$ cat config.mk
export PLATFORM = sky130hd
export DESIGN_NAME = multilevel_priority_ready_queue
export DESIGN_NICKNAME = d
export VERILOG_FILES = /design/src/rtl/core/mlprq_pkg.sv /design/src/rtl/core/mlprq_front.sv /design/src/rtl/core/mlprq_back.sv /design/src/rtl/core/multilevel_priority_ready_queue.sv
export SDC_FILE = /design/constraint.sdc
export NUM_CORES = 2
export LEC_CHECK = 0
export ABC_AREA = 1
export BUFFER_PORTS_ARGS = -buffer_cell sky130_fd_sc_hd__buf_4
export CAP_MARGIN = 20
export CORE_AREA = 2 2 570 572
export DETAILED_ROUTE_END_ITERATION = 8
export DIE_AREA = 0 0 572 574
export PLACE_DENSITY = 0.61
export SLEW_MARGIN = 30
export SYNTH_ARGS = -nofsm -noshare
export SYNTH_HDL_FRONTEND = slang
export SYNTH_SLANG_ARGS = --single-unit
$ cat constraint.sdc
create_clock -name clock -period 22.4 [get_ports clock]
set_input_delay 4.48 -clock clock [delete_from_list [all_inputs] [get_ports clock]]
set_output_delay 4.48 -clock clock [all_outputs]
set_load 0.05 [all_outputs]
$ cat src/rtl/core/mlprq_pkg.sv
// Shared types, constants and command codes for the multilevel priority ready queue.
`default_nettype none
package mlprq_pkg;
   localparam int MAX_LEVELS_DEF      = 8;
   localparam int SLOTS_PER_LEVEL_DEF = 16;
   localparam int PID_BITS_DEF        = 16;
   localparam logic [3:0] NUM_LEVELS_RESET = 4'd8;
   localparam int CMDQ_DEPTH = 2;

   typedef enum logic [2:0] {
      CMD_INSERT  = 3'd0,
      CMD_REMOVE  = 3'd1,
      CMD_FIND    = 3'd2,
      CMD_HIGHEST = 3'd3,
      CMD_LVL_CNT = 3'd4,
      CMD_TOT_CNT = 3'd5,
      CMD_RSVD6   = 3'd6,
      CMD_RSVD7   = 3'd7
   } cmd_type;

   typedef enum logic [1:0] {
      ST_OK       = 2'd0,
      ST_NOTFOUND = 2'd1,
      ST_RANGE    = 2'd2,
      ST_FULL     = 2'd3
   } status_type;

   typedef struct packed {
      logic [2:0]  cmd;
      logic [15:0] pid;
      logic [2:0]  level;
   } req_type;

   typedef struct packed {
      logic [1:0]  status;
      logic [15:0] result_pid;
      logic [2:0]  result_level;
      logic [7:0]  count;
   } rsp_type;
endpackage
`default_nettype wire

$ cat src/rtl/core/mlprq_front.sv
// Front end: a short command queue; commands pass into it unchanged.
`default_nettype none
module mlprq_front import mlprq_pkg::*; (
   input  wire logic    clock,
   input  wire logic    reset,
   input  wire logic    req_valid,
   output logic         req_stall,
   input  wire req_type req_data,
   output logic         cmd_valid,
   input  wire logic    cmd_take,
   output req_type      cmd_data
);
   localparam int PW = $clog2(CMDQ_DEPTH);

   req_type        q_ff [CMDQ_DEPTH];
   logic [PW-1:0]  wp_ff, wp_in, rp_ff, rp_in;
   logic [PW:0]    cnt_ff, cnt_in;
   logic           push, pop;
   req_type        clean;

   // unknown commands are kept; pid and level pass unchanged
   always_comb begin
      clean = req_data;
   end

   assign req_stall = (cnt_ff == (PW+1)'(CMDQ_DEPTH));
   assign push      = req_valid && !req_stall;
   assign cmd_valid = (cnt_ff != '0);
   assign pop       = cmd_valid && cmd_take;
   assign cmd_data  = q_ff[rp_ff];

   always_comb begin
      wp_in  = push ? wp_ff + PW'(1) : wp_ff;
      rp_in  = pop  ? rp_ff + PW'(1) : rp_ff;
      cnt_in = cnt_ff + (PW+1)'(push) - (PW+1)'(pop);
   end

   always_ff @(posedge clock) begin
      if (reset) begin
         wp_ff  <= '0;
         rp_ff  <= '0;
         cnt_ff <= '0;
      end else begin
         wp_ff  <= wp_in;
         rp_ff  <= rp_in;
         cnt_ff <= cnt_in;
      end
      if (push) q_ff[wp_ff] <= clean;
   end
endmodule
`default_nettype wire

$ cat src/rtl/core/mlprq_back.sv
// Back end: level queues in a slot memory, scan/shift sequencer and response register.
`default_nettype none
module mlprq_back import mlprq_pkg::*; #(
   parameter int MAX_LEVELS      = MAX_LEVELS_DEF,
   parameter int SLOTS_PER_LEVEL = SLOTS_PER_LEVEL_DEF,
   parameter int PID_BITS        = PID_BITS_DEF
) (
   input  wire logic       clock,
   input  wire logic       reset,
   input  wire logic [3:0] num_levels,
   input  wire logic       cmd_valid,
   output logic            cmd_take,
   input  wire req_type    cmd_data,
   output logic            rsp_valid,
   input  wire logic       rsp_stall,
   output rsp_type         rsp_data
);
   localparam int LW    = (MAX_LEVELS > 1) ? $clog2(MAX_LEVELS) : 1;
   localparam int SW    = (SLOTS_PER_LEVEL > 1) ? $clog2(SLOTS_PER_LEVEL) : 1;
   localparam int FW    = $clog2(SLOTS_PER_LEVEL + 1);
   localparam int DEPTH = MAX_LEVELS * SLOTS_PER_LEVEL;
   localparam int AW    = (DEPTH > 1) ? $clog2(DEPTH) : 1;
   localparam int NW    = $clog2(MAX_LEVELS + 1);
   localparam int TW    = $clog2(DEPTH + 1);

   typedef enum logic [2:0] {
      S_IDLE, S_SCAN_RD, S_SCAN_CMP, S_SHIFT_RD, S_SHIFT_WR, S_HEAD_RD, S_HEAD_WT, S_RESP
   } state_type;

   state_type          state_ff;
   logic [PID_BITS-1:0] mem [DEPTH];
   logic [PID_BITS-1:0] rd_ff;
   logic [FW-1:0]      fill_ff [MAX_LEVELS];
   req_type            cur_ff;
   logic [LW-1:0]      lvl_ff;
   logic [SW-1:0]      pos_ff;
   logic [TW-1:0]      tot_ff;
   logic [NW-1:0]      n_eff;
   rsp_type            rsp_ff;
   logic               rsp_valid_ff;
   logic [PID_BITS-1:0] key;

   // effective level count, saturated at MAX_LEVELS
   assign n_eff = (32'(num_levels) > MAX_LEVELS) ? NW'(MAX_LEVELS) : NW'(num_levels);
   assign key       = PID_BITS'(cur_ff.pid);
   assign rsp_valid = rsp_valid_ff;
   assign rsp_data  = rsp_ff;
   assign cmd_take  = (state_ff == S_IDLE) && !rsp_valid_ff;

   function automatic logic [AW-1:0] addr(input logic [LW-1:0] l, input logic [SW-1:0] p);
      addr = AW'(32'(l) * SLOTS_PER_LEVEL + 32'(p));
   endfunction

   function automatic rsp_type make_rsp(input status_type s, input logic [7:0] c);
      make_rsp        = '0;
      make_rsp.status = s;
      make_rsp.count  = c;
   endfunction

   always_ff @(posedge clock) begin
      if (reset) begin
         state_ff     <= S_IDLE;
         rsp_valid_ff <= 1'b0;
         for (int i = 0; i < MAX_LEVELS; i++) fill_ff[i] <= '0;
      end else begin
         if (rsp_valid_ff && !rsp_stall) rsp_valid_ff <= 1'b0;
         unique case (state_ff)
            S_IDLE: begin
               if (cmd_valid && !rsp_valid_ff) begin
                  cur_ff <= cmd_data;
                  pos_ff <= '0;
                  tot_ff <= '0;
                  lvl_ff <= (cmd_type'(cmd_data.cmd) == CMD_HIGHEST) ?
                            LW'(n_eff - NW'(1)) : '0;
                  unique case (cmd_type'(cmd_data.cmd))
                     CMD_INSERT: begin
                        if (32'(cmd_data.level) >= 32'(n_eff))
                           rsp_ff <= make_rsp(ST_RANGE, '0);
                        else if (fill_ff[LW'(cmd_data.level)] >= FW'(SLOTS_PER_LEVEL))
                           rsp_ff <= make_rsp(ST_FULL, '0);
                        else begin
                           rsp_ff <= make_rsp(ST_OK, '0);
                           mem[addr(LW'(cmd_data.level),
                                SW'(fill_ff[LW'(cmd_data.level)]))] <=
                              PID_BITS'(cmd_data.pid);
                           fill_ff[LW'(cmd_data.level)] <=
                              fill_ff[LW'(cmd_data.level)] + FW'(1);
                        end
                        state_ff <= S_RESP;
                     end
                     CMD_REMOVE, CMD_FIND: begin
                        if (n_eff == '0) begin
                           rsp_ff   <= make_rsp(ST_NOTFOUND, '0);
                           state_ff <= S_RESP;
                        end else begin
                           rsp_ff   <= make_rsp(ST_OK, '0);
                           state_ff <= S_SCAN_RD;
                        end
                     end
                     CMD_HIGHEST: begin
                        if (n_eff == '0) begin
                           rsp_ff   <= make_rsp(ST_NOTFOUND, '0);
                           state_ff <= S_RESP;
                        end else begin
                           rsp_ff   <= make_rsp(ST_OK, '0);
                           state_ff <= S_HEAD_RD;
                        end
                     end
                     CMD_LVL_CNT: begin
                        if (32'(cmd_data.level) >= 32'(n_eff))
                           rsp_ff <= make_rsp(ST_RANGE, '0);
                        else
                           rsp_ff <= make_rsp(ST_OK, 8'(fill_ff[LW'(cmd_data.level)]));
                        state_ff <= S_RESP;
                     end
                     CMD_TOT_CNT: begin
                        rsp_ff <= make_rsp(ST_OK, '0);
                        if (n_eff == '0) state_ff <= S_RESP;
                        else state_ff <= S_HEAD_WT;
                     end
                     default: begin
                        rsp_ff   <= make_rsp(ST_OK, '0);
                        state_ff <= S_RESP;
                     end
                  endcase
               end
            end
            // each slot is read, then compared with the key; empty levels are skipped
            S_SCAN_RD: begin
               if (32'(pos_ff) >= 32'(fill_ff[lvl_ff])) begin
                  pos_ff <= '0;
                  if (32'(lvl_ff) + 1 >= 32'(n_eff)) begin
                     rsp_ff.status <= ST_NOTFOUND;
                     state_ff <= S_RESP;
                  end else lvl_ff <= lvl_ff + LW'(1);
               end else begin
                  rd_ff    <= mem[addr(lvl_ff, pos_ff)];
                  state_ff <= S_SCAN_CMP;
               end
            end
            S_SCAN_CMP: begin
               if (rd_ff == key) begin
                  rsp_ff.result_level <= 3'(lvl_ff);
                  if (cmd_type'(cur_ff.cmd) == CMD_REMOVE) state_ff <= S_SHIFT_RD;
                  else state_ff <= S_RESP;
               end else begin
                  if (32'(pos_ff) + 1 >= 32'(fill_ff[lvl_ff])) begin
                     pos_ff <= '0;
                     if (32'(lvl_ff) + 1 >= 32'(n_eff)) begin
                        rsp_ff.status <= ST_NOTFOUND;
                        state_ff <= S_RESP;
                     end else begin
                        lvl_ff   <= lvl_ff + LW'(1);
                        state_ff <= S_SCAN_RD;
                     end
                  end else begin
                     pos_ff   <= pos_ff + SW'(1);
                     state_ff <= S_SCAN_RD;
                  end
               end
            end
            // close the gap: slot[pos] <= slot[pos+1]
            S_SHIFT_RD: begin
               if (32'(pos_ff) + 1 >= 32'(fill_ff[lvl_ff])) begin
                  fill_ff[lvl_ff] <= fill_ff[lvl_ff] - FW'(1);
                  state_ff <= S_RESP;
               end else begin
                  rd_ff    <= mem[addr(lvl_ff, pos_ff + SW'(1))];
                  state_ff <= S_SHIFT_WR;
               end
            end
            S_SHIFT_WR: begin
               mem[addr(lvl_ff, pos_ff)] <= rd_ff;
               pos_ff   <= pos_ff + SW'(1);
               state_ff <= S_SHIFT_RD;
            end
            // walk levels downward to the first non-empty one
            S_HEAD_RD: begin
               if (fill_ff[lvl_ff] != '0) begin
                  rd_ff    <= mem[addr(lvl_ff, '0)];
                  rsp_ff.result_level <= 3'(lvl_ff);
                  state_ff <= S_RESP;
               end else if (lvl_ff == '0) begin
                  rsp_ff.status <= ST_NOTFOUND;
                  state_ff <= S_RESP;
               end else lvl_ff <= lvl_ff - LW'(1);
            end
            // total count: one level added per cycle
            S_HEAD_WT: begin
               tot_ff <= tot_ff + TW'(fill_ff[lvl_ff]);
               if (32'(lvl_ff) + 1 >= 32'(n_eff)) begin
                  rsp_ff.count <= 8'(tot_ff + TW'(fill_ff[lvl_ff]));
                  state_ff <= S_RESP;
               end else lvl_ff <= lvl_ff + LW'(1);
            end
            S_RESP: begin
               if (cmd_type'(cur_ff.cmd) == CMD_HIGHEST && rsp_ff.status == ST_OK)
                  rsp_ff.result_pid <= 16'(rd_ff);
               rsp_valid_ff <= 1'b1;
               state_ff     <= S_IDLE;
            end
            default: state_ff <= S_IDLE;
         endcase
      end
   end
endmodule
`default_nettype wire

$ cat src/rtl/core/multilevel_priority_ready_queue.sv
// Top level of the multilevel priority ready queue.
// Usage:
//   req_valid/req_stall/req_data carry one command transaction (cmd, pid, level).
//   rsp_valid/rsp_stall/rsp_data return exactly one response transaction per command.
//   csr_we/csr_wdata write num_levels (levels in use); write only while idle.
// Sequencing (from acceptance to response valid):
//   insert and level count go straight to the response; highest walks down the
//   levels in use to the first non-empty one; total count sums the levels in use;
//   find reads and compares each slot in turn, skipping empty levels; remove then
//   shifts each later entry of that level down. The slot memory is single-port.
//   A two-entry command queue between front and back accepts new commands
//   while the back end works or a response waits.
// Reset: all levels empty, num_levels = 8. Slot memory is not cleared; only
//   entries below a level's fill are read.
// Stall: a held response keeps its payload and the back end waits; once the
//   command queue fills, req_stall rises.
`default_nettype none
module multilevel_priority_ready_queue import mlprq_pkg::*; #(
   parameter int MAX_LEVELS      = MAX_LEVELS_DEF,
   parameter int SLOTS_PER_LEVEL = SLOTS_PER_LEVEL_DEF,
   parameter int PID_BITS        = PID_BITS_DEF
) (
   input  wire logic       clock,
   input  wire logic       reset,
   input  wire logic       req_valid,
   output logic            req_stall,
   input  wire req_type    req_data,
   output logic            rsp_valid,
   input  wire logic       rsp_stall,
   output rsp_type         rsp_data,
   input  wire logic       csr_we,
   input  wire logic [3:0] csr_wdata
);
   logic [3:0] num_levels_ff;
   logic       cmd_valid, cmd_take;
   req_type    cmd_data;

   always_ff @(posedge clock) begin
      if (reset) num_levels_ff <= NUM_LEVELS_RESET;
      else if (csr_we) num_levels_ff <= csr_wdata;
   end

   mlprq_front u_front (
      .clock, .reset, .req_valid, .req_stall, .req_data,
      .cmd_valid, .cmd_take, .cmd_data
   );

   mlprq_back #(
      .MAX_LEVELS(MAX_LEVELS), .SLOTS_PER_LEVEL(SLOTS_PER_LEVEL), .PID_BITS(PID_BITS)
   ) u_back (
      .clock, .reset, .num_levels(num_levels_ff), .cmd_valid, .cmd_take, .cmd_data,
      .rsp_valid, .rsp_stall, .rsp_data
   );
endmodule
`default_nettype wire

==> results.json <==
{
  "status": "complete, but fails checks",
  "violations": "DRC",
  "overflow": 0,
  "cts_buffer_depth": 3,
  "vdd_drop_max_v": 0.000242,
  "pre_cts_ws_ns": 13.83,
  "period_needed_ns": 7.50,
  "cts-root-buf": "clkbuf_16",
  "crit_slowest_cell": "nor2_1",
  "grt_usage": 0.237,
  "routed_wl_um": 404000,
  "p_leak_nw": 46.3,
  "cts_setup_buffers": 0,
  "area_delta_synth_final_pct": 11.4,
  "worstHoldPathType": "flop to flop",
  "path_delay_family": "simple AND/OR/NAND/NOR gates",
  "crit_fanout": 20,
  "cts_made_buffers": 231,
  "synth_cells": 12700,
  "crit_cells": 10,
  "cts_tree": "done",
  "finClkSkew_ns": 0.0748,
  "hold_viol": 0,
  "yosys.area_share.xor_xnor": 0.00172,
  "drtAntennaViolNets": 0,
  "num-nets-final": 12300,
  "synthesis.nets": 12700,
  "power.switching_mw": 8.99,
  "power_density_nw_per_um2": 149,
  "yosys.area_share.adder": 0.00341,
  "setup_viol": 0,
  "required_ns": 22.99,
  "post-route-period-util": 0.335,
  "yosysSeqAreaShare": 0.594,
  "switching_share": 0.481,
  "place_congestion": 0.974,
  "rr_worst_depth": 17,
  "grt_pass1_wl_um": 580000,
  "clkLatencyLatePin_ns": 0.94,
  "dp_hpwl_um": 246000,
  "n_fill_cell": 31500,
  "cp_common_cell": "buf_4",
  "critPathLaunchType": "input port",
  "p_int_mw": 9.68,
  "fmax_mhz": 133,
  "avgRoutedWirePerCell_um": 24.1,
  "setup_tns_ns": 0,
  "vias_per_cell": 5.71,
  "ys_warn_count": 0,
  "rows": 209,
  "final_common_cell": "nand2_1",
  "mostFrequentLayoutCells": "nand2_1, nand3_1, edfxtp_1, nor2_1, buf_4",
  "io_buffers": 61,
  "synth.area.mux_share": 0,
  "crit_buf_inv": 3,
  "core_area_sq_um": 323000,
  "yosys_register_bits": 2227,
  "min_path_cells": 2,
  "rsz0062_at_grt": "false",
  "synth.avg_cell_area_sq_um": 8.86,
  "synth.distinct_cells": 48,
  "critPathKind": "input port to flop",
  "first_pass_iters": 9,
  "synth_top_family_by_area": "simple AND/OR/NAND/NOR gates",
  "max_stage_delay_ns": 0.68,
  "layout-drive-gt1-share": 0.0632,
  "start_util": 0.348,
  "cts_sinks": 2227,
  "grt_max_degree": 236,
  "worst_slew_pin_slew_ns": 1.24,
  "cp.arrival_ns": 8.09,
  "antenna_found_initial": 20,
  "layout_setup_ws_ns": 14.90,
  "drt_iter0_drc": 16000,
  "ioPinCount": 62,
  "htreeDepth": 4,
  "synth_flop_cell": "edfxtp_1",
  "cp_cell_sequence": "buf_4, nor2_4, nand2_1, nor2_2, nand2_2, nand2_8, nand3_2, buf_4, nor2_1, buf_4",
  "cts_resized": 0,
  "die_y_um": 574,
  "clkPwrFrac": 0.216,
  "dr_total_vias": 95600,
  "synth_area_sq_um": 112000,
  "cts_hold_buf": 0,
  "slew_violations": 0,
  "end_kind": "flop",
  "drv_cap": 0,
  "p_comb_frac": 0.497,
  "max-slew-margin-rel": 0.172,
  "synth-simple-area-share": 0.348,
  "seq_power_share": 0.287,
  "synth_edf_count": 2211,
  "drcViolationCount": 2,
  "synth_compound_area_frac": 0.0135,
  "grt_pass1_vias": 84500,
  "die_w_um": 572,
  "dieArea_sq_um": 328000,
  "ys_async_sr_fraction": 0,
  "clk_pin_slew_worst_paths_ns": 0.06
}
## metrics by stage
stage	hold slack, ns	std cells	power (mW)	utilization	instance area [sq um]
2_1_floorplan	0.443	12700	10.9	-	112000
3_3_place_gp	0.463	16300	14.3	0.362	117000
3_5_place_dp	0.470	16300	14.4	0.362	117000
4_1_cts	0.482	16700	18.3	0.387	125000
5_1_grt	0.524	16800	19.3	0.388	125000
6_report	0.485	16800	18.7	0.388	125000
## metal layers
layer / routed length [um] / GRT usage / vias to the layer above / part of all wire
met2: 179000 / 0.358 / 6079 / 0.44
met4: 20200 / 0.109 / 16 / 0.050
met3: 49700 / 0.0591 / 932 / 0.12
met5: 109 / 0 / - / 0.00027
li1: - / - / 43000 / -
met1: 155000 / 0.320 / 45600 / 0.38
## state kept, by name (all words and copies together) (netlist names), 4 cells and up, named ones only
register,flops
u_back.fill_ff,40
u_back.mem,2048
num_levels_ff,4
u_back.key,16
u_back.pos_ff,4
u_front.q_ff,44
u_back.tot_ff,8
u_back.rd_ff,16
u_back.rsp_data,29
## synthesized netlist by cell type, types with 4 or more instances
library cell / number / area share
buf_1: 115 / 0.0038
nor2_1: 325 / 0.011
o211ai_1: 19 / 0.0013
xnor2_1: 16 / 0.0012
nand3_2: 5 / 0.00045
edfxtp_1: 2211 / 0.59
ha_1: 29 / 0.0032
nand4_1: 13 / 0.00072
nor2_2: 11 / 0.00061
buf_6: 9 / 0.00090
o221ai_1: 22 / 0.0017
nand2_1: 4650 / 0.16
a21boi_0: 4 / 0.00027
xor2_1: 6 / 0.00047
dfxtp_1: 16 / 0.0029
o21ai_4: 4 / 0.00058
inv_1: 143 / 0.0048
nand2_2: 4 / 0.00022
o22ai_1: 14 / 0.00078
o21ai_1: 10 / 0.00045
buf_4: 5 / 0.00033
buf_2: 57 / 0.0025
o21ai_0: 132 / 0.0059
nand3_1: 3984 / 0.18
a21oi_1: 38 / 0.0017
inv_2: 14 / 0.00047
clkbuf_1: 778 / 0.026
## cells by family (layout without fill, tap and decap cells)
group	count (synthesis)	after routing
buffers and inverters	1125	880
XOR/XNOR	22	22
AND/OR/NAND/NOR	9014	9014
flip-flops	2227	2227
adder cells (fa/ha/maj)	30	30
AO/OA/AOI/OAI	254	254
other	0	9
## worst reg2reg max path: stages (launching register included)
cell and delay, ns:
edfxtp_1 0.32, buf_4 0.54, ha_4 0.56, buf_4 0.63
buf_4 0.89, buf_4 0.78, buf_4 0.95, nand3_1 0.18
nand3_1 0.12, nand3_1 0.20, nand3_1 0.18, nand2_1 0.07
nand2_1 0.16, nand2_1 0.26, inv_1 0.13, nand2_1 0.06
nand2_1 0.05, nand3_1 0.08
## power by group through the flow
stage          Clock (mW)  Sequential, mW  Combinational (mW)
6_report             4.03            5.36                9.29
5_1_grt              4.22            5.36                9.76
4_1_cts              4.05            5.36                8.93
3_5_place_dp            0            5.45                8.90
3_3_place_gp            0            5.45                8.85
2_1_floorplan           0            5.63                5.30
## final timing paths
check | startpoint | endpoint | slack (ns)
worst max-delay path | reset | u_back.mem[67][11] | 14.90
worst min-delay path | u_back.rsp_valid | u_back.rsp_valid | 0.48
worst max register to register | u_back.pos_ff[1] | u_back.rd_ff[12] | 16.06
worst min register to register | u_back.rsp_valid | u_back.rsp_valid | 0.48
## cell type report
class,instances,area [sq um],area share
Tap cell,4325,5410,0.0433
Clock buffer,268,6010,0.0481
Inverter,161,647,0.00517
Sequential cell,2227,66700,0.533
Clock inverter,162,1910,0.0153
Timing Repair Buffer,289,2590,0.0207
Antenna cell,9,22.5,0.000180
Multi-Input combinational cell,9320,41800,0.334
Power figures use the tool's default switching activity.
